<file path="src/rtl/core/tmp_pkg.sv">
// Package for the trapezoid motion profiler: axis modes, op and register codes,
// and the structs shared by the step logic, the top level and the checker.
// No dependencies.
package tmp_pkg;

    typedef enum logic [1:0]
    {
        MODE_IDLE   = 2'd0,
        MODE_MOVING = 2'd1,
        MODE_HOMING = 2'd2
    } mode_t;

    localparam logic [1:0] OP_TICK = 2'd0;
    localparam logic [1:0] OP_MOVE = 2'd1;
    localparam logic [1:0] OP_HOME = 2'd2;

    localparam logic [1:0] REG_TOP_SPEED    = 2'd0;
    localparam logic [1:0] REG_ACCEL_STEP   = 2'd1;
    localparam logic [1:0] REG_SERVO_ENABLE = 2'd2;

    localparam logic [15:0] TOP_SPEED_RESET  = 16'd2000;
    localparam logic [15:0] ACCEL_STEP_RESET = 16'd80;

    localparam int POS_W  = 32;
    localparam int VEL_W  = 17;
    localparam int SPD_W  = 16;
    localparam int RES_W  = POS_W + VEL_W + 2 + 1 + 1;
    localparam int OUT_W  = 56;

    // Bit positions of the result fields inside m_tdata
    localparam int VEL_LSB  = POS_W;
    localparam int MODE_LSB = POS_W + VEL_W;
    localparam int ACC_BIT  = MODE_LSB + 2;
    localparam int DONE_BIT = ACC_BIT + 1;

    typedef struct packed
    {
        logic [15:0] top_speed;
        logic [15:0] accel_step;
        logic        servo_enable;
    } cfg_t;

    typedef struct packed
    {
        logic signed [31:0] position;
        logic signed [31:0] target;
        logic [15:0]        speed_mag;
        logic [15:0]        cruise_limit;
        logic               dir_negative;
        mode_t              mode;
    } axis_state_t;

    // Packed with cur_pos in the lowest bits
    typedef struct packed
    {
        logic               move_done;
        logic               accepted;
        mode_t              axis_mode;
        logic signed [16:0] cur_vel;
        logic signed [31:0] cur_pos;
    } result_t;

endpackage

</file>
<file path="src/rtl/core/tmp_step.sv">
// Combinational step of the profiler: applies one request to the axis state.
// Depends on tmp_pkg.
module tmp_step
(
    input  logic [1:0]          op,
    input  logic signed [31:0]  target_pos,
    input  logic [15:0]         req_speed,
    input  tmp_pkg::cfg_t       cfg,
    input  tmp_pkg::axis_state_t st,
    output tmp_pkg::axis_state_t st_next,
    output tmp_pkg::result_t    result
);
    import tmp_pkg::*;

    logic [15:0]        lim;
    logic [15:0]        spd_req;
    logic [15:0]        cruise;
    logic signed [31:0] new_target;
    logic signed [32:0] diff;
    logic [32:0]        rem;
    logic [48:0]        prod;
    logic [49:0]        lhs;
    logic [31:0]        rhs;
    logic [16:0]        up;
    logic [15:0]        vnew;
    logic [15:0]        stepv;
    logic [31:0]        pos_new;
    logic [16:0]        vel;
    logic               accepted;
    logic               done;

    always_comb
    begin
        lim        = (cfg.top_speed == 16'd0) ? 16'd1 : cfg.top_speed;
        spd_req    = (op == OP_MOVE) ? req_speed : {1'b0, cfg.top_speed[15:1]};
        cruise     = (spd_req < lim) ? spd_req : lim;
        if (cruise == 16'd0)
        begin
            cruise = 16'd1;
        end
        new_target = (op == OP_MOVE) ? target_pos : 32'sd0;

        diff = {st.target[31], st.target} - {st.position[31], st.position};
        rem  = diff[32] ? 33'(-diff) : 33'(diff);
        prod = {16'd0, cfg.accel_step} * rem;
        lhs  = {prod, 1'b0};
        rhs  = st.speed_mag * st.speed_mag;
        up   = {1'b0, st.speed_mag} + {1'b0, cfg.accel_step};

        if (lhs <= {18'd0, rhs})
        begin
            vnew = (st.speed_mag <= cfg.accel_step) ? 16'd1
                                                    : st.speed_mag - cfg.accel_step;
        end
        else if (st.speed_mag < st.cruise_limit)
        begin
            vnew = (up > {1'b0, st.cruise_limit}) ? st.cruise_limit : up[15:0];
        end
        else
        begin
            vnew = st.speed_mag;
        end
        stepv   = ({17'd0, vnew} < rem) ? vnew : rem[15:0];
        pos_new = st.dir_negative ? st.position - {16'd0, stepv}
                                  : st.position + {16'd0, stepv};

        st_next  = st;
        vel      = 17'd0;
        accepted = 1'b0;
        done     = 1'b0;

        case (op)
            OP_MOVE, OP_HOME:
            begin
                if (cfg.servo_enable)
                begin
                    st_next.target       = new_target;
                    st_next.cruise_limit = cruise;
                    st_next.speed_mag    = 16'd0;
                    st_next.dir_negative = !(new_target > st.position);
                    st_next.mode         = (op == OP_MOVE) ? MODE_MOVING : MODE_HOMING;
                    accepted             = 1'b1;
                end
            end
            default:
            begin
                if (st.mode != MODE_IDLE)
                begin
                    if (rem == 33'd0)
                    begin
                        st_next.position  = st.target;
                        st_next.speed_mag = 16'd0;
                        st_next.mode      = MODE_IDLE;
                        done              = 1'b1;
                    end
                    else
                    begin
                        st_next.speed_mag = vnew;
                        st_next.position  = pos_new;
                        vel = st.dir_negative ? 17'(-{1'b0, vnew}) : {1'b0, vnew};
                    end
                end
            end
        endcase

        result.cur_pos   = st_next.position;
        result.cur_vel   = (st_next.mode == MODE_IDLE) ? 17'sd0 : vel;
        result.axis_mode = st_next.mode;
        result.accepted  = accepted;
        result.move_done = done;
    end

endmodule

</file>
<file path="src/rtl/core/trapezoid_motion_profiler.sv">
// Trapezoid motion profiler top level: request register, axis state,
// result register and configuration registers. Depends on tmp_pkg, tmp_step.
// Path: request register, combinational step, then result register on m_tdata.
// Throughput: one request per cycle unless the output is stalled by m_tready low.
// Reset: clears axis state to idle at position zero and loads the register
// defaults (top speed 2000, accel_step 80, servo disabled).
module trapezoid_motion_profiler
(
    input  logic        clk,
    input  logic        rst_n,
    input  logic        s_tvalid,
    output logic        s_tready,
    input  logic [47:0] s_tdata,   // target_pos [31:0], req_speed [47:32]
    input  logic [1:0]  s_tuser,   // op [1:0]
    output logic        m_tvalid,
    input  logic        m_tready,
    output logic [55:0] m_tdata,   // cur_pos, cur_vel, axis_mode, accepted, move_done, pad
    input  logic        cfg_we,
    input  logic [1:0]  cfg_addr,
    input  logic [15:0] cfg_wdata
);
    import tmp_pkg::*;

    logic               in_valid_reg;
    logic [1:0]         in_op_reg;
    logic signed [31:0] in_target_reg;
    logic [15:0]        in_speed_reg;
    logic               out_valid_reg;
    result_t            out_data_reg;
    axis_state_t        state_reg;
    axis_state_t        state_next;
    result_t            result_next;
    cfg_t               cfg_reg;
    logic               advance;

    assign advance  = in_valid_reg && (!out_valid_reg || m_tready);
    assign s_tready = !in_valid_reg || advance;
    assign m_tvalid = out_valid_reg;
    assign m_tdata  = {(OUT_W - RES_W)'(0), out_data_reg};

    tmp_step u_step
    (
        .op         (in_op_reg),
        .target_pos (in_target_reg),
        .req_speed  (in_speed_reg),
        .cfg        (cfg_reg),
        .st         (state_reg),
        .st_next    (state_next),
        .result     (result_next)
    );

    always_ff @(posedge clk or negedge rst_n)
    begin
        if (!rst_n)
        begin
            cfg_reg.top_speed    <= TOP_SPEED_RESET;
            cfg_reg.accel_step   <= ACCEL_STEP_RESET;
            cfg_reg.servo_enable <= 1'b0;
        end
        else if (cfg_we)
        begin
            case (cfg_addr)
                REG_TOP_SPEED:    cfg_reg.top_speed    <= cfg_wdata;
                REG_ACCEL_STEP:   cfg_reg.accel_step   <= cfg_wdata;
                REG_SERVO_ENABLE: cfg_reg.servo_enable <= cfg_wdata[0];
                default:          cfg_reg              <= cfg_reg;
            endcase
        end
    end

    always_ff @(posedge clk or negedge rst_n)
    begin
        if (!rst_n)
        begin
            in_valid_reg  <= 1'b0;
            out_valid_reg <= 1'b0;
            state_reg     <= '{position: '0, target: '0, speed_mag: '0,
                               cruise_limit: '0, dir_negative: 1'b0, mode: MODE_IDLE};
        end
        else
        begin
            if (s_tready)
            begin
                in_valid_reg <= s_tvalid;
            end
            if (advance)
            begin
                out_valid_reg <= 1'b1;
                state_reg     <= state_next;
            end
            else if (m_tready)
            begin
                out_valid_reg <= 1'b0;
            end
        end
    end

    // Payload: hold unless a new request or result moves in
    always_ff @(posedge clk)
    begin
        if (s_tready && s_tvalid)
        begin
            in_op_reg     <= s_tuser;
            in_target_reg <= s_tdata[31:0];
            in_speed_reg  <= s_tdata[47:32];
        end
        if (advance)
        begin
            out_data_reg <= result_next;
        end
    end

endmodule

</file>
<file path="config.mk">
export PLATFORM = sky130hd
export DESIGN_NAME = trapezoid_motion_profiler
export DESIGN_NICKNAME = d
export VERILOG_FILES = /design/src/rtl/core/tmp_pkg.sv /design/src/rtl/core/tmp_step.sv /design/src/rtl/core/trapezoid_motion_profiler.sv
export SDC_FILE = /design/constraint.sdc
export NUM_CORES = 2
export LEC_CHECK = 0
export BUFFER_PORTS_ARGS = -buffer_cell sky130_fd_sc_hd__buf_2
export CORE_MARGIN = 3
export CORE_UTILIZATION = 57
export DETAILED_ROUTE_END_ITERATION = 8
export PLACE_DENSITY = 0.81
export SLEW_MARGIN = 20
export SYNTH_ARGS = -nofsm -noshare
export SYNTH_HDL_FRONTEND = slang
export SYNTH_SLANG_ARGS = --single-unit
</file>
<file path="constraint.sdc">
create_clock -name clk -period 18.9 [get_ports clk]
set_input_delay 4.725 -clock clk [delete_from_list [all_inputs] [get_ports clk]]
set_output_delay 4.725 -clock clk [all_outputs]
set_load 0.1 [all_outputs]
</file>
==> run_results.csv <==
group,metric,value,unit
die,die_h,283,µm
finish,nets,6302,
synth,yosysTopAreaCell,"fa_1",
clocking,cts-root-buf,"clkbuf_16",
worst_setup_path,arrival,18.36,ns
sta,tightest_slew,1.05,ns
drt,vias,37700,
worst_setup_path,start_kind,"flip-flop",
drt,drc,0,
sta,maxSlewViolCount,0,
sta,hold_violations,0,
die,die_width,283,µm
worst_setup_path,r2r-end,"m_tdata[23]$_DFFE_PP_",
finish,area_growth_syn_to_layout,8.40,%
worst_setup_path,max_stage_delay,0.61,ns
worst_setup_path,path_max_fanout,10,
die,core-area,75200,µm²
finish,fin_area,47400,µm²
finish,drive_above_1_share,0.104,
synth,ys_top_cells_by_area,"fa_1, ha_1, dfrtp_1",
grt,antenna_found_initial,5,
synth,netlist_instances,5072,
synth,synth_area,43800,µm²
grt,overflow,0,
sta,finalCriticalPeriod,18.08,ns
worst_setup_path,critPathTopFamily,"compound AO/OA/AOI/OAI gates",
synth,ys_seq_area_frac,0.147,
grt,grt_max_degree,75,
placed_design,place_congestion,1.07,
worst_setup_path,reg2reg_depth,76,
clocking,cts_tree,"done",
worst_setup_path,worstPathRequired,19.18,ns
clocking,clk_latency,0.58,ns
sta,clock.fmax,0.0553,GHz
drt,drt-initial-drc-count,3794,
clocking,numCtsBuffers,26,
synth,avgSynthCellArea,8.63,µm²
die,ios,131,
worst_setup_path,crit_end,"m_tdata[23]$_DFFE_PP_",
drt,drt_first_pass_iters,7,
drt,wl_per_cell,22.3,µm
placed_design,post_dp_cell_area,46100,µm²
drt,ant_nets,0,
worst_setup_path,crit_type,"reg -> reg",
finish,n_fill_cell,6251,
clocking,path_clk_slew,0.06,ns
sta,period_share,0.956,
drt,via_per_inst,6.05,
synth,synth_flop_cell,"dfrtp_1",
worst_setup_path,rr_startpoint,"state_reg[35]$_DFFE_PN0P_",
worst_setup_path,critPathBufInv,10,
sta,finClkSkew,0.0338,ns
status,outcome,"finished clean",
worst_setup_path,startpoint,"state_reg[35]$_DFFE_PN0P_",
placed_design,port_buffers,127,
synth,yosysWarnings,0,
worst_setup_path,worstSetupPathDepth,76,
synth,synth.distinct_cells,102,
worst_setup_path,rrSetupSlack,0.82,ns
placed_design,dp_hpwl,111000,µm
synth,synth_seq_cells,237,
drt,routed_wl,139000,µm
clocking,cts_sinks,237,
finish,largest_reg_flops,99,
synth,async_reset_ff_frac,0.565,
sta,maxSlewHeadroom,0.300,
synth,yosysMostFrequentCell,"inv_1",
worst_setup_path,critPathSlowestCell,"or4b_4",
synth,synth_edf_count,103,
die,rows,100,
die,die-area,80200,µm²
grt,grt_usage,0.342,
hold_path,hold_path_class,"reg -> reg",
sta,finalSetupViolCount,0,
worst_setup_path,worst_setup_path_end_kind,"flip-flop",
synth,synth_common_cells,"inv_1, nand2_1, fa_1",
job,drv_cap,0,
grt,grt_pass1_vias,38300,
die,start_util,0.582,
worst_setup_path,critical_path.most_common_cell,"fa_1",
clocking,clockBufferDepth,3,
synth,yosysTopAreaCellShare,0.274,
grt,grt_pass1_wl,216000,µm
clocking,htreeDepth,1,
-- cell usage in the layout (no fill, tap or decap), types with 13 or more instances in the layout --
cell | synthesis | final
o21ai_1 | 14 | 19
nand3_1 | 57 | 57
nor2_1 | 332 | 329
o21ai_0 | 271 | 264
edfxtp_1 | 103 | 103
nand2_1 | 664 | 661
or2_2 | 14 | 14
and2_1 | 189 | 185
o21bai_1 | 16 | 15
xor2_1 | 81 | 76
nand4_1 | 48 | 48
o211ai_1 | 22 | 22
mux2_2 | 65 | 65
or3_1 | 23 | 22
fa_1 | 600 | 600
a21o_1 | 87 | 87
a31oi_1 | 35 | 30
a211oi_1 | 24 | 23
ha_1 | 443 | 441
nor3_1 | 57 | 55
buf_2 | 10 | 126
mux2i_1 | 49 | 48
o21a_1 | 34 | 34
nor2b_1 | 37 | 37
xnor2_1 | 106 | 99
a21oi_1 | 239 | 232
o31ai_1 | 15 | 13
inv_1 | 798 | 797
clkbuf_16 | 0 | 26
buf_4 | 6 | 171
nor4_1 | 21 | 18
and3_1 | 26 | 26
dfrtp_1 | 126 | 126
nand2b_1 | 41 | 40
-- logic make-up (layout without fill, tap and decap cells) --
family	count (synthesis)	after routing	synth area share
AND/OR/NAND/NOR	1565	1565	0.167
adder cells (fa/ha/maj)	1043	1043	0.401
buffers and inverters	1029	1161	0.0896
AO/OA/AOI/OAI	891	891	0.128
flip-flops	237	237	0.147
XOR/XNOR	191	191	0.0392
multiplexers	115	115	0.0282
other	1	5	0.0000857
-- what timing repair did --
| action | in CTS | in global routing |
|---|---|---|
| resized for setup | 4 | 75 |
| setup endpoints to repair | 6 | 40 |
| hold buffers | 0 | 0 |
| setup buffers | 0 | 19 |
| pin swaps | 0 | 31 |
-- stage by stage --
| step | std cells | hold WS, ns | TNS, ns | util | worst slack (ns) |
|---|---|---|---|---|---|
| global placement | 6159 | 0.463 | 0 | 0.612 | 0.393 |
| finish | 6228 | 0.492 | 0 | 0.631 | 0.822 |
| floorplan | 5074 | 0.450 | 0 | - | 0.0151 |
| global route | 6227 | 0.504 | -0.0806 | 0.631 | -0.0434 |
| CTS | 6207 | 0.485 | 0 | 0.624 | 0.00541 |
| detailed placement | 6159 | 0.472 | -0.120 | 0.612 | -0.0864 |
-- layout make-up --
class	count	area, µm²	area share
Timing Repair Buffer	300	1960	0.0412
Multi-Input combinational cell	3808	33800	0.713
Antenna cell	2	5.00	0.000105
Inverter	813	3070	0.0646
Clock inverter	17	184	0.00388
Clock buffer	31	679	0.0143
Tap cell	1020	1280	0.0269
Sequential cell	237	6460	0.136
-- metal layers --
metal / track usage / vias up / share of wire
met2: 0.546 / 2126 / 0.45
met1: 0.432 / 18200 / 0.38
met3: 0.0628 / 579 / 0.095
met5: 0 / - / 0.00018
met4: 0.211 / 4 / 0.081
li1: - / 16800 / -
-- worst min-delay path, stage by stage (launching register included) --
cell and delay (ns):
dfrtp_1 0.34, nand2_1 0.05, o21ai_0 0.06
-- worst min-delay path by stage --
| stage | startpoint | to | slack [ns] | cells past startpoint |
|---|---|---|---|---|
| floorplan | state_reg[10]$_DFFE_PN0P_ | state_reg[10]$_DFFE_PN0P_ | 0.45 | 2 |
| global placement | state_reg[11]$_DFFE_PN0P_ | state_reg[11]$_DFFE_PN0P_ | 0.46 | 2 |
| detailed placement | state_reg[18]$_DFFE_PN0P_ | state_reg[18]$_DFFE_PN0P_ | 0.47 | 2 |
| CTS | state_reg[18]$_DFFE_PN0P_ | state_reg[18]$_DFFE_PN0P_ | 0.49 | 2 |
| global route | state_reg[18]$_DFFE_PN0P_ | state_reg[18]$_DFFE_PN0P_ | 0.50 | 2 |
| finish | state_reg[18]$_DFFE_PN0P_ | state_reg[18]$_DFFE_PN0P_ | 0.49 | 2 |
Power is not shown: default switching activity piles up to over one toggle a cycle in this logic, so the estimate is an artifact.
